===== config.mk =====
export PLATFORM = sky130hd
export DESIGN_NAME = flac_metadata_stream_parser_core
export DESIGN_NICKNAME = d
export VERILOG_FILES = /design/src/fmsp_pkg.sv /design/src/flac_metadata_stream_parser_core.sv /design/src/fmsp_front.sv /design/src/fmsp_back.sv
export SDC_FILE = /design/constraint.sdc
export NUM_CORES = 1
export LEC_CHECK = 0
export BUFFER_PORTS_ARGS = -buffer_cell sky130_fd_sc_hd__buf_2
export CORE_MARGIN = 4
export CORE_UTILIZATION = 60
export CTS_BUF_LIST = sky130_fd_sc_hd__clkbuf_2
export CTS_CLUSTER_SIZE = 12
export DETAILED_ROUTE_END_ITERATION = 7
export PLACE_DENSITY = 0.78
export SKIP_LAST_GASP = 1
export SLEW_MARGIN = 0
export SYNTH_ARGS = -nofsm -noshare
export SYNTH_HDL_FRONTEND = slang
export SYNTH_HIERARCHICAL = 1
export SYNTH_SLANG_ARGS = --single-unit

===== constraint.sdc =====
create_clock -name i_clk -period 17.15 [get_ports i_clk]
set_input_delay 3.43 -clock i_clk [delete_from_list [all_inputs] [get_ports i_clk]]
set_output_delay 3.43 -clock i_clk [all_outputs]
set_load 0.01 [all_outputs]

===== src/fmsp_pkg.sv =====
// ----------------------------------------------------------------------------
// fmsp_pkg
// Shared types and constants for the FLAC metadata stream parser.
// ----------------------------------------------------------------------------
package fmsp_pkg;

    // parser phases
    typedef enum logic [3:0] {
        PH_HEAD    = 4'd0,
        PH_ID3HDR  = 4'd1,
        PH_ID3SKIP = 4'd2,
        PH_MAGIC   = 4'd3,
        PH_BHDR    = 4'd4,
        PH_SKIP    = 4'd5,
        PH_INFO    = 4'd6,
        PH_VLEN    = 4'd7,
        PH_VSKIP   = 4'd8,
        PH_TCOUNT  = 4'd9,
        PH_TLEN    = 4'd10,
        PH_TBYTES  = 4'd11,
        PH_DONE    = 4'd12
    } t_phase;

    // result kinds
    typedef enum logic [2:0] {
        KIND_INFO     = 3'd0,
        KIND_COUNT    = 3'd1,
        KIND_TAG      = 3'd2,
        KIND_NOT_FLAC = 3'd3,
        KIND_END      = 3'd4
    } t_kind;

    // metadata block types of interest
    localparam logic [6:0] BLK_STREAMINFO = 7'd0;
    localparam logic [6:0] BLK_VORBIS     = 7'd4;

    // magic words
    localparam logic [23:0] ID3_MAGIC  = 24'h494433;
    localparam logic [31:0] FLAC_MAGIC = 32'h664C6143;

    // byte positions inside headers
    localparam logic [3:0] POS_WORD_LAST  = 4'd3;
    localparam logic [3:0] POS_ID3_FIRST  = 4'd6;
    localparam logic [3:0] POS_ID3_LAST   = 4'd9;
    localparam logic [3:0] POS_INFO_FIRST = 4'd10;
    localparam logic [3:0] POS_INFO_LAST  = 4'd13;

    // one input item as held in the queue
    typedef struct packed {
        logic [7:0] data_byte;
        logic       file_start;
    } t_in_item;

    // handshake between front queue and back parser
    typedef struct packed {
        logic     valid;
        t_in_item item;
    } t_queue_head;

    // one result item
    typedef struct packed {
        t_kind       kind;
        logic [19:0] sample_rate;
        logic [5:0]  bits_per_sample;
        logic [3:0]  channel_count;
        logic [31:0] tag_count;
        logic [31:0] tag_index;
        logic [7:0]  tag_byte;
        logic        tag_last_byte;
        logic        metadata_done;
    } t_result;

endpackage


===== src/flac_metadata_stream_parser_core.sv =====
// ----------------------------------------------------------------------------
// flac_metadata_stream_parser_core
// Byte-stream parser for FLAC headers: ID3 skip, magic check, stream info
// and Vorbis comment tags.
// ----------------------------------------------------------------------------
// One file byte is accepted per clock. Bytes land in a small queue
// (QUEUE_DEPTH items) and the parser retires one queued byte every clock
// in which its result register is empty or being taken, so the sustained
// rate is one byte per cycle; a byte's result, if it has one, is presented
// from the result register after the byte leaves the queue. A stall at the
// output backs up into the queue and only then drops o_in_ready. Setting
// i_file_start on a byte restarts parsing with that byte as the first of a
// new file; before any start the block behaves as if one had just occurred.
// ----------------------------------------------------------------------------
module flac_metadata_stream_parser_core #(
    parameter int QUEUE_DEPTH = 4
) (
    input  logic        i_clk,
    input  logic        i_rst_n,
    input  logic        i_in_valid,
    output logic        o_in_ready,
    input  logic [7:0]  i_data_byte,
    input  logic        i_file_start,
    output logic        o_out_valid,
    input  logic        i_out_ready,
    output logic [2:0]  o_result_kind,
    output logic [19:0] o_sample_rate,
    output logic [5:0]  o_bits_per_sample,
    output logic [3:0]  o_channel_count,
    output logic [31:0] o_tag_count,
    output logic [31:0] o_tag_index,
    output logic [7:0]  o_tag_byte,
    output logic        o_tag_last_byte,
    output logic        o_metadata_done
);

    fmsp_pkg::t_queue_head head;
    fmsp_pkg::t_result     result;
    logic                  pop;

    // input queue
    fmsp_front #(
        .QUEUE_DEPTH (QUEUE_DEPTH)
    ) u_front (
        .i_clk        (i_clk),
        .i_rst_n      (i_rst_n),
        .i_in_valid   (i_in_valid),
        .o_in_ready   (o_in_ready),
        .i_data_byte  (i_data_byte),
        .i_file_start (i_file_start),
        .o_head       (head),
        .i_pop        (pop)
    );

    // parser and result register
    fmsp_back u_back (
        .i_clk       (i_clk),
        .i_rst_n     (i_rst_n),
        .i_head      (head),
        .o_pop       (pop),
        .o_out_valid (o_out_valid),
        .i_out_ready (i_out_ready),
        .o_result    (result)
    );

    // result fields
    assign o_result_kind     = result.kind;
    assign o_sample_rate     = result.sample_rate;
    assign o_bits_per_sample = result.bits_per_sample;
    assign o_channel_count   = result.channel_count;
    assign o_tag_count       = result.tag_count;
    assign o_tag_index       = result.tag_index;
    assign o_tag_byte        = result.tag_byte;
    assign o_tag_last_byte   = result.tag_last_byte;
    assign o_metadata_done   = result.metadata_done;

endmodule


===== src/fmsp_front.sv =====
// ----------------------------------------------------------------------------
// fmsp_front
// Input side: accepts byte items and holds them in a short queue for the parser.
// ----------------------------------------------------------------------------
module fmsp_front #(
    parameter int QUEUE_DEPTH = 4
) (
    input  logic                  i_clk,
    input  logic                  i_rst_n,
    input  logic                  i_in_valid,
    output logic                  o_in_ready,
    input  logic [7:0]            i_data_byte,
    input  logic                  i_file_start,
    output fmsp_pkg::t_queue_head o_head,
    input  logic                  i_pop
);

    localparam int PW = (QUEUE_DEPTH > 1) ? $clog2(QUEUE_DEPTH) : 1;
    localparam int CW = $clog2(QUEUE_DEPTH + 1);
    localparam logic [PW-1:0] PTR_LAST = PW'(QUEUE_DEPTH - 1);
    localparam logic [CW-1:0] CNT_FULL = CW'(QUEUE_DEPTH);

    fmsp_pkg::t_in_item r_mem [QUEUE_DEPTH];
    logic [PW-1:0] r_wr_ptr, n_wr_ptr;
    logic [PW-1:0] r_rd_ptr, n_rd_ptr;
    logic [CW-1:0] r_count,  n_count;
    logic          push;
    logic          pop;

    // handshake
    assign o_in_ready = (r_count != CNT_FULL);
    assign push       = i_in_valid && o_in_ready;
    assign pop        = i_pop && (r_count != '0);

    // queue head toward the parser
    assign o_head.valid = (r_count != '0);
    assign o_head.item  = r_mem[r_rd_ptr];

    // pointer and fill count update
    always_comb begin
        n_wr_ptr = r_wr_ptr;
        n_rd_ptr = r_rd_ptr;
        n_count  = r_count;
        if (push) begin
            n_wr_ptr = (r_wr_ptr == PTR_LAST) ? '0 : r_wr_ptr + PW'(1);
        end
        if (pop) begin
            n_rd_ptr = (r_rd_ptr == PTR_LAST) ? '0 : r_rd_ptr + PW'(1);
        end
        if (push && !pop) begin
            n_count = r_count + CW'(1);
        end else if (pop && !push) begin
            n_count = r_count - CW'(1);
        end
    end

    always_ff @(posedge i_clk) begin
        if (!i_rst_n) begin
            r_wr_ptr <= '0;
            r_rd_ptr <= '0;
            r_count  <= '0;
        end else begin
            r_wr_ptr <= n_wr_ptr;
            r_rd_ptr <= n_rd_ptr;
            r_count  <= n_count;
        end
    end

    // queue storage
    always_ff @(posedge i_clk) begin
        if (push) begin
            r_mem[r_wr_ptr] <= '{data_byte: i_data_byte, file_start: i_file_start};
        end
    end

endmodule


===== src/fmsp_back.sv =====
// ----------------------------------------------------------------------------
// fmsp_back
// Parser: walks the ID3 header, magic, block headers and block bodies, one
// queued byte per clock unless the result register stalls, and drives it.
// ----------------------------------------------------------------------------
module fmsp_back (
    input  logic                  i_clk,
    input  logic                  i_rst_n,
    input  fmsp_pkg::t_queue_head i_head,
    output logic                  o_pop,
    output logic                  o_out_valid,
    input  logic                  i_out_ready,
    output fmsp_pkg::t_result     o_result
);

    fmsp_pkg::t_phase r_phase, n_phase, e_phase;
    logic [3:0]  r_pos,  n_pos,  e_pos;
    logic [31:0] r_skip, n_skip, e_skip;
    logic [31:0] r_hs,   n_hs,   e_hs;
    logic [23:0] r_rem,  n_rem,  e_rem;
    logic        r_last, n_last, e_last;
    logic [31:0] r_tags_total, n_tags_total, e_tags_total;
    logic [31:0] r_tag_number, n_tag_number, e_tag_number;
    logic [31:0] r_tbl,  n_tbl,  e_tbl;
    logic [31:0] r_info, n_info, e_info;

    logic              r_out_valid;
    fmsp_pkg::t_result r_result;
    fmsp_pkg::t_result res;
    logic              res_have;

    logic [7:0]  b;
    logic [31:0] hs_be;
    logic [31:0] hs_le;
    logic [31:0] info_next;
    logic [31:0] skip_id3;
    logic [23:0] rem_dec;
    logic [3:0]  pos_inc;
    logic [31:0] tag_num_inc;
    logic [31:0] tbl_dec;
    logic [31:0] skip_dec;
    logic        word_done;
    logic        is_body;
    logic        hdr_end;
    logic        body_end;
    logic        block_end;
    logic        last_at_end;

    // pop when the result register is free or draining
    assign o_pop = i_head.valid && (!r_out_valid || i_out_ready);

    // a start flag makes this byte the first of a fresh file
    always_comb begin
        if (i_head.item.file_start) begin
            e_phase      = fmsp_pkg::PH_HEAD;
            e_pos        = '0;
            e_skip       = '0;
            e_hs         = '0;
            e_rem        = '0;
            e_last       = 1'b0;
            e_tags_total = '0;
            e_tag_number = '0;
            e_tbl        = '0;
            e_info       = '0;
        end else begin
            e_phase      = r_phase;
            e_pos        = r_pos;
            e_skip       = r_skip;
            e_hs         = r_hs;
            e_rem        = r_rem;
            e_last       = r_last;
            e_tags_total = r_tags_total;
            e_tag_number = r_tag_number;
            e_tbl        = r_tbl;
            e_info       = r_info;
        end
    end

    // shared datapath terms
    assign b           = i_head.item.data_byte;
    assign hs_be       = {e_hs[23:0], b};
    assign hs_le       = e_hs | (32'(b) << {e_pos[1:0], 3'b000});
    assign info_next   = {e_info[23:0], b};
    assign skip_id3    = (e_pos >= fmsp_pkg::POS_ID3_FIRST) ?
                         {e_skip[24:0], b[6:0]} : e_skip;
    assign rem_dec     = e_rem - 24'd1;
    assign pos_inc     = e_pos + 4'd1;
    assign tag_num_inc = e_tag_number + 32'd1;
    assign tbl_dec     = e_tbl - 32'd1;
    assign skip_dec    = e_skip - 32'd1;
    assign word_done   = (e_pos == fmsp_pkg::POS_WORD_LAST);

    assign is_body = (e_phase == fmsp_pkg::PH_SKIP)   || (e_phase == fmsp_pkg::PH_INFO)  ||
                     (e_phase == fmsp_pkg::PH_VLEN)   || (e_phase == fmsp_pkg::PH_VSKIP) ||
                     (e_phase == fmsp_pkg::PH_TCOUNT) || (e_phase == fmsp_pkg::PH_TLEN)  ||
                     (e_phase == fmsp_pkg::PH_TBYTES);

    // end of block, from an empty header or the last body byte
    assign hdr_end     = (e_phase == fmsp_pkg::PH_BHDR) && word_done && (hs_be[23:0] == '0);
    assign body_end    = is_body && (rem_dec == '0);
    assign block_end   = hdr_end || body_end;
    assign last_at_end = hdr_end ? hs_be[31] : e_last;

    // next state
    always_comb begin
        n_phase      = e_phase;
        n_pos        = e_pos;
        n_skip       = e_skip;
        n_hs         = e_hs;
        n_rem        = e_rem;
        n_last       = e_last;
        n_tags_total = e_tags_total;
        n_tag_number = e_tag_number;
        n_tbl        = e_tbl;
        n_info       = e_info;
        if (is_body) begin
            n_rem = rem_dec;
        end
        case (e_phase)
            fmsp_pkg::PH_HEAD: begin
                n_hs  = hs_be;
                n_pos = pos_inc;
                if (word_done) begin
                    n_hs = '0;
                    if (hs_be[31:8] == fmsp_pkg::ID3_MAGIC) begin
                        n_phase = fmsp_pkg::PH_ID3HDR;
                        n_skip  = '0;
                    end else if (hs_be == fmsp_pkg::FLAC_MAGIC) begin
                        n_phase = fmsp_pkg::PH_BHDR;
                        n_pos   = '0;
                    end else begin
                        n_phase = fmsp_pkg::PH_DONE;
                    end
                end
            end
            fmsp_pkg::PH_ID3HDR: begin
                n_skip = skip_id3;
                n_pos  = pos_inc;
                if (e_pos == fmsp_pkg::POS_ID3_LAST) begin
                    n_pos   = '0;
                    n_hs    = '0;
                    n_phase = (skip_id3 != '0) ? fmsp_pkg::PH_ID3SKIP : fmsp_pkg::PH_MAGIC;
                end
            end
            fmsp_pkg::PH_ID3SKIP: begin
                n_skip = skip_dec;
                if (skip_dec == '0) begin
                    n_phase = fmsp_pkg::PH_MAGIC;
                end
            end
            fmsp_pkg::PH_MAGIC: begin
                n_hs  = hs_be;
                n_pos = pos_inc;
                if (word_done) begin
                    n_pos   = '0;
                    n_hs    = '0;
                    n_phase = (hs_be == fmsp_pkg::FLAC_MAGIC) ?
                              fmsp_pkg::PH_BHDR : fmsp_pkg::PH_DONE;
                end
            end
            fmsp_pkg::PH_BHDR: begin
                n_hs  = hs_be;
                n_pos = pos_inc;
                if (word_done) begin
                    n_last = hs_be[31];
                    n_rem  = hs_be[23:0];
                    n_pos  = '0;
                    n_hs   = '0;
                    n_info = '0;
                    if (hs_be[30:24] == fmsp_pkg::BLK_STREAMINFO) begin
                        n_phase = fmsp_pkg::PH_INFO;
                    end else if (hs_be[30:24] == fmsp_pkg::BLK_VORBIS) begin
                        n_phase = fmsp_pkg::PH_VLEN;
                    end else begin
                        n_phase = fmsp_pkg::PH_SKIP;
                    end
                end
            end
            fmsp_pkg::PH_INFO: begin
                if (e_pos >= fmsp_pkg::POS_INFO_FIRST) begin
                    n_info = info_next;
                end
                n_pos = pos_inc;
                if (e_pos == fmsp_pkg::POS_INFO_LAST) begin
                    n_phase = fmsp_pkg::PH_SKIP;
                end
            end
            fmsp_pkg::PH_VLEN: begin
                n_hs  = hs_le;
                n_pos = pos_inc;
                if (word_done) begin
                    n_pos   = '0;
                    n_hs    = '0;
                    n_skip  = hs_le;
                    n_phase = (hs_le != '0) ? fmsp_pkg::PH_VSKIP : fmsp_pkg::PH_TCOUNT;
                end
            end
            fmsp_pkg::PH_VSKIP: begin
                n_skip = skip_dec;
                if (skip_dec == '0) begin
                    n_phase = fmsp_pkg::PH_TCOUNT;
                end
            end
            fmsp_pkg::PH_TCOUNT: begin
                n_hs  = hs_le;
                n_pos = pos_inc;
                if (word_done) begin
                    n_pos        = '0;
                    n_hs         = '0;
                    n_tags_total = hs_le;
                    n_tag_number = '0;
                    n_phase      = (hs_le != '0) ? fmsp_pkg::PH_TLEN : fmsp_pkg::PH_SKIP;
                end
            end
            fmsp_pkg::PH_TLEN: begin
                n_hs  = hs_le;
                n_pos = pos_inc;
                if (word_done) begin
                    n_pos = '0;
                    n_hs  = '0;
                    if (hs_le == '0) begin
                        // empty tag is only counted
                        n_tag_number = tag_num_inc;
                        if (tag_num_inc == e_tags_total) begin
                            n_phase = fmsp_pkg::PH_SKIP;
                        end
                    end else if (hs_le > {8'd0, rem_dec}) begin
                        n_phase = fmsp_pkg::PH_SKIP;
                    end else begin
                        n_tbl   = hs_le;
                        n_phase = fmsp_pkg::PH_TBYTES;
                    end
                end
            end
            fmsp_pkg::PH_TBYTES: begin
                n_tbl = tbl_dec;
                if (tbl_dec == '0) begin
                    n_tag_number = tag_num_inc;
                    n_phase      = (tag_num_inc == e_tags_total) ?
                                   fmsp_pkg::PH_SKIP : fmsp_pkg::PH_TLEN;
                end
            end
            default: begin
            end
        endcase
        if (block_end) begin
            n_pos   = '0;
            n_hs    = '0;
            n_phase = last_at_end ? fmsp_pkg::PH_DONE : fmsp_pkg::PH_BHDR;
        end
    end

    // result for this byte
    always_comb begin
        res_have = 1'b0;
        res      = '0;
        case (e_phase)
            fmsp_pkg::PH_HEAD: begin
                if (word_done && (hs_be[31:8] != fmsp_pkg::ID3_MAGIC) &&
                    (hs_be != fmsp_pkg::FLAC_MAGIC)) begin
                    res_have = 1'b1;
                    res.kind = fmsp_pkg::KIND_NOT_FLAC;
                end
            end
            fmsp_pkg::PH_MAGIC: begin
                if (word_done && (hs_be != fmsp_pkg::FLAC_MAGIC)) begin
                    res_have = 1'b1;
                    res.kind = fmsp_pkg::KIND_NOT_FLAC;
                end
            end
            fmsp_pkg::PH_INFO: begin
                if (e_pos == fmsp_pkg::POS_INFO_LAST) begin
                    res_have            = 1'b1;
                    res.kind            = fmsp_pkg::KIND_INFO;
                    res.sample_rate     = info_next[31:12];
                    res.bits_per_sample = {1'b0, info_next[8:4]} + 6'd1;
                    res.channel_count   = {1'b0, info_next[11:9]} + 4'd1;
                end
            end
            fmsp_pkg::PH_TCOUNT: begin
                if (word_done) begin
                    res_have      = 1'b1;
                    res.kind      = fmsp_pkg::KIND_COUNT;
                    res.tag_count = hs_le;
                end
            end
            fmsp_pkg::PH_TLEN: begin
                if (word_done && (hs_le != '0) && (hs_le > {8'd0, rem_dec})) begin
                    res_have      = 1'b1;
                    res.kind      = fmsp_pkg::KIND_END;
                    res.tag_count = e_tags_total;
                    res.tag_index = e_tag_number;
                end
            end
            fmsp_pkg::PH_TBYTES: begin
                res_have          = 1'b1;
                res.kind          = fmsp_pkg::KIND_TAG;
                res.tag_count     = e_tags_total;
                res.tag_index     = e_tag_number;
                res.tag_byte      = b;
                res.tag_last_byte = (tbl_dec == '0);
            end
            default: begin
            end
        endcase
        // end of the last block marks whatever result goes out, or makes one
        if (block_end && last_at_end) begin
            if (!res_have) begin
                res_have = 1'b1;
                res.kind = fmsp_pkg::KIND_END;
            end
            res.metadata_done = 1'b1;
        end
    end

    // parser state
    always_ff @(posedge i_clk) begin
        if (!i_rst_n) begin
            r_phase      <= fmsp_pkg::PH_HEAD;
            r_pos        <= '0;
            r_skip       <= '0;
            r_hs         <= '0;
            r_rem        <= '0;
            r_last       <= 1'b0;
            r_tags_total <= '0;
            r_tag_number <= '0;
            r_tbl        <= '0;
            r_info       <= '0;
        end else if (o_pop) begin
            r_phase      <= n_phase;
            r_pos        <= n_pos;
            r_skip       <= n_skip;
            r_hs         <= n_hs;
            r_rem        <= n_rem;
            r_last       <= n_last;
            r_tags_total <= n_tags_total;
            r_tag_number <= n_tag_number;
            r_tbl        <= n_tbl;
            r_info       <= n_info;
        end
    end

    // result register
    always_ff @(posedge i_clk) begin
        if (!i_rst_n) begin
            r_out_valid <= 1'b0;
        end else if (o_pop && res_have) begin
            r_out_valid <= 1'b1;
        end else if (i_out_ready) begin
            r_out_valid <= 1'b0;
        end
    end

    always_ff @(posedge i_clk) begin
        if (o_pop && res_have) begin
            r_result <= res;
        end
    end

    assign o_out_valid = r_out_valid;
    assign o_result    = r_result;

endmodule


======== Word-level counts from Yosys, hierarchy flattened ========
Memories as Yosys holds them, arrays and structs flattened. A register that Yosys moved wholly into a read port is not among the register bits.
Cells that the tools add are included.
operators by class
  equality and inequality tests ........... 23
  bitwise logic cells ..................... 1
  $add $sub $neg .......................... 11
  reductions and logical operators ........ 43
  shift-type cells ........................ 1
  mux-type cells .......................... 101
  order comparisons ....................... 3
operator list
  cell                                                count
  two-way mux 32 bit                                  26
  case mux 32 bit (3 select lines)                    3
  case mux 32 bit (2 select lines)                    3
  case mux 32 bit (4 select lines)                    1
  two-way mux 4 bit                                   29
  zero test 32 bit                                    3
  two-way mux 24 bit                                  4
  two-way mux 64 bit                                  1
  nonzero test 32 bit                                 2
  subtractor 32 x 1 -> 32 bit, second input constant  2
  zero test 24 bit                                    2
  case mux 4 bit (11 select lines)                    1
  adder 32 x 1 -> 32 bit, second input constant       1
  == test 32 x 31 -> 1 bit, second input constant     1
  == test 32 bit                                      1
  > comparator 32 x 24 -> 1 bit                       1
  != test 32 x 31 -> 1 bit, second input constant     1
  OR 32 bit                                           1
  left shift 8 x 5 -> 32 bit                          1
  == test 24 x 23 -> 1 bit, second input constant     1
  == test 4 bit, second input constant                6
  != test 24 x 23 -> 1 bit, second input constant     1
  subtractor 24 x 1 -> 24 bit, second input constant  1
  two-way mux 1 bit                                   18
  30 further kinds                                    72
storage, ports and cells
  output and inout port bits .............. 109
  memories kept ........................... 1
  flip-flop bits (word level) ............. 340
  bits in writable memories ............... 36
  input port bits ......................... 13
  word-level logic and storage cells ...... 207
memories
  memory         depth  bits a word  rd ports  clocked after memory_dff  wr ports  line              RTL
  u_front.r_mem  4      9            1         1                         1         fmsp_front.sv:23  fmsp_pkg::t_in_item r_mem [QUEUE_DEPTH];

======== Depth between registers and ports, before layout ========
  word-level depth ........................ 14
  mapped depth ............................ 26

======== By module ========
The synthesis kept the hierarchy.
modules (own cells, without submodules)
  module      cells an instance  area an instance (um^2)  instances
  fmsp_back   2760               21921.0                  1
  fmsp_front  98                 1778.0                   1

======== Least setup slack after synthesis ========
No wires, ideal clock.
  path type ............................... reg-to-reg
  start ................................... reg with a tool-made name
  end ..................................... reg u_back.r_result (netlist bit u_back/o_result[0]), enable pin
  data arrival time ....................... 10.983 ns
  data required time ...................... 16.514 ns
  stages on the path, launching flop included .. 23
  setup slack ............................. 5.531 ns
  period minus slack after synthesis ...... 11.619 ns
  setup time .............................. 0.636 ns
  cell sequence ........................... dfxtp_1 buf_2 mux4_2 buf_6 inv_2 buf_2 clkbuf_1 clkbuf_1 clkbuf_1 clkbuf_1 clkbuf_1 clkbuf_1 clkbuf_1 and3_1 ha_1 nand4_1 nor4_1 o21ai_0 a21o_1 and2_1 o31a_1 clkbuf_1 a31oi_1
RTL lines
  what                  line              RTL
  end signal, assigned  fmsp_back.sv:356  r_result <= res;
  end, declared         fmsp_back.sv:28   fmsp_pkg::t_result r_result;

==> metrics.txt <==
status finished, violations left; violations in the final reports DRC; post-detailed-placement half-perimeter wirelength 62,820 um; max_cap viols 0; htree depth 3; ys flop type dfxtp_1; Mapped Avg Cell Area 8.292 sq um; GPL Wtd Cong 1.027; Via density 7.230; Pleak 9.530 nW; HP Class reg -> reg; ranking of synthesized cells by area dfxtp_1 19%, edfxtp_1 18%, nor2_1 5.3%; Worst-Skew Late Latency 1.17 ns; CP Launch Type flop; CTS Buf Count 99; Non-Filler Instances 3,475; Worst Hold Depth 2; Hold Vio Cnt, Final 0; Crit Reg-Reg Endpoint u_back/o_result[90]$_SDFFCE_PN0P_; most common cell after layout, fill and taps aside nor2_1; CP peak stage delay 0.76 ns; Mapped Nets 2,913; Synth warnings 6; post-synth cell types 106; FMAX 142.7 MHz; Synth async-reset ratio 0%; maximum vdd drop 0.1406 mV; routed vias 25,120; post-route ant nets 0; Root Buffer clkbuf_2; largest net degree at the start of global routing 167; CTS tree built; WP data arrival 7.68 ns; core area 38,830 sq um; Max FO, Critical Path 166; Nets 2,925; I/O pins 122; sequential-to-total area share from yosys stat 37.29%; Period minus WS final 7.006 ns; # port buffers 121; Die Footprint 42,740 sq um; CP required 17.83 ns; Total Routing Usage GR 41.76%; Row Count 72; initial drt markers 4,147; EDFF count, synth 143; CP bufs+invs 6; synthesized area 23,700 sq um; Reg clk slew, reported paths 0.11 ns; Avg WL per Cell 26.44 um; CTS max path bufs 3; post-CTS resize count 0; worst hold start u_back/r_info[22]$_SDFFE_PN0P_; crit path cell chain mux4_4, buf_12, clkinv_2, buf_4, a22oi_1, inv_1, ha_1, nand2_1, nor4_1, o21ai_0, a21o_1, and2_1, o31a_1, buf_4, a31oi_4, buf_4; final wirelength 91,870 um; unrepaired setup endpoints after global routing no; initial antenna violation count 10; Yosys reg bits 370; Worst Hold End u_back/r_info[22]$_SDFFE_PN0P_; chip height 206.7 um; total gr overflow 0; Die Wd 206.7 um; Critical Path Most Common Cell buf_4; area grow syn2layout 6.980%; DRC 1; Setup Fix Bufs, Post-CTS 0; dominant cell type by area after synthesis dfxtp_1; CP delay by family, top buffers and inverters; first-pass GRT wire length 139,000 um; Initial DRT Pass Iterations 8; Worst Skew 0.1377 ns; Sink Count 370; Mapped Cells 2,858; Final Max Tran Viols 0; critical path endpoint category flop; Yosys top cell area share 19.18%; most frequent cells in the layout 332 x nor2_1, 227 x dfxtp_1, 210 x a21oi_1, 202 x nand2_1, 162 x o21ai_0; Worst Tran Pin Value 1.336 ns; CP Class reg -> reg; FILL cells 3,347; vias in the first global route 23,280; CP max stage cell buf_4; Max-Slew Margin vs Limit 10.58%; share of cells above drive strength 1 14.34%; Post-CTS Hold Buffers 0; Reg2Reg Setup Slack 10.14 ns; final period utilization 40.85%; Pwr per Cell Area 149.3 nW/um^2; cells on worst reg2reg path 16; final setup violation count 0; initial core utilization 61.04%; dpl cells 3,286; setup tns final 0 ns
Yosys cell counts (28+ instances only):
cell type,instances
nor4_1,63
edfxtp_1,143
o21ai_0,163
a31oi_1,50
buf_2,41
nor2b_1,58
dfxtp_1,227
mux2i_1,32
nand3_1,70
xor2_1,29
and2_1,42
xnor2_1,52
inv_1,63
nor2_1,334
a22oi_1,92
or4_1,29
nor3_1,76
and3_1,41
nand2_1,203
ha_1,41
a21oi_1,212
clkbuf_1,195
nand4_1,49
a22o_1,28
layout make-up:
type / count / area (sq um) / area share [%]
Antenna cell: 7 / 17.52 / 0.06909
Clock buffer: 151 / 755.7 / 2.981
Inverter: 66 / 251.5 / 0.9920
Tap cell: 518 / 648.1 / 2.556
Clock inverter: 30 / 230.2 / 0.9081
Sequential cell: 370 / 8838 / 34.86
Timing Repair Buffer: 169 / 978.4 / 3.859
Multi-Input combinational cell: 2164 / 13630 / 53.77
kinds of logic after synthesis:
family          count (synthesis)  synth area share [%]
compound gates                862                 24.41
simple gates                 1132                 25.11
mux                            47                 2.492
flops                         370                 37.29
fa+ha+maj                      42                 2.249
xor+xnor                       81                 2.994
buf+inv                       324                 5.454
per-layer routing:
layer	part of all wire (%)	track usage (%)	routed length, um	vias up
li1	-	-	-	10830
met4	6.6	24.39	6021	6
met5	0.096	0	88	-
met2	42	60.10	38400	2038
met1	37	54.99	34350	11770
met3	14	13.76	13020	482
how the worst max path moves through the flow:
| stage | startpoint | end | slack, ns | cells after the start |
|---|---|---|---|---|
| after global placement | flop | u_back/o_result[78]$_SDFFCE_PN0P_ | 10.43 | 14 |
| after detailed placement | flop | u_back/o_result[86]$_SDFFCE_PN0P_ | 10.30 | 14 |
| after floorplan | flop | u_back/o_result[0]$_DFFE_PP_ | 5.53 | 22 |
| after global routing | flop | u_back/r_phase[1]$_SDFFE_PN0P_ | 9.60 | 15 |
| final | flop | u_back/o_result[90]$_SDFFCE_PN0P_ | 10.14 | 16 |
| after CTS | flop | u_back/o_result[90]$_SDFFCE_PN0P_ | 10.22 | 14 |
per-stage QoR:
stage | hold slack, ns | util, % | power (mW) | cell area, sq um | setup slack, ns
2_1_floorplan | 0.4453 | - | 2.442 | 23700 | 5.531
3_3_place_gp | 0.4649 | 62.68 | 2.972 | 24340 | 10.43
3_5_place_dp | 0.4819 | 62.68 | 2.993 | 24340 | 10.30
4_1_cts | 0.4969 | 65.22 | 3.683 | 25320 | 10.22
5_1_grt | 0.5400 | 65.26 | 3.961 | 25340 | 9.600
6_report | 0.5107 | 65.30 | 3.784 | 25350 | 10.14
tightest hold or removal path, stage by stage, from the launching register on:
cell and delay, ns:
dfxtp_1 0.34, a22oi_1 0.07, nor2_1 0.08
sequential cells by signal (all words and copies together) (netlist names), named ones only:
name and flops:
u_back/o_out_valid 1, u_back/o_result 107, u_back/r_hs 32, u_back/r_info 24
u_back/r_last 1, u_back/r_phase 4, u_back/r_pos 4, u_back/r_rem 24
u_back/r_skip 32, u_back/r_tag_number 32, u_back/r_tags_total 32, u_back/r_tbl 32
u_front/r_count 3, u_front/r_mem 36, u_front/r_rd_ptr 2, u_front/r_wr_ptr 2
power by group:
| group | internal [mW] | switching [mW] |
|---|---|---|
| clock | 0.295 | 0.402 |
| sequential | 0.993 | 0.183 |
| combinational | 0.599 | 1.31 |
| total | 1.89 | 1.90 |
Power figures use the tool's default switching activity.
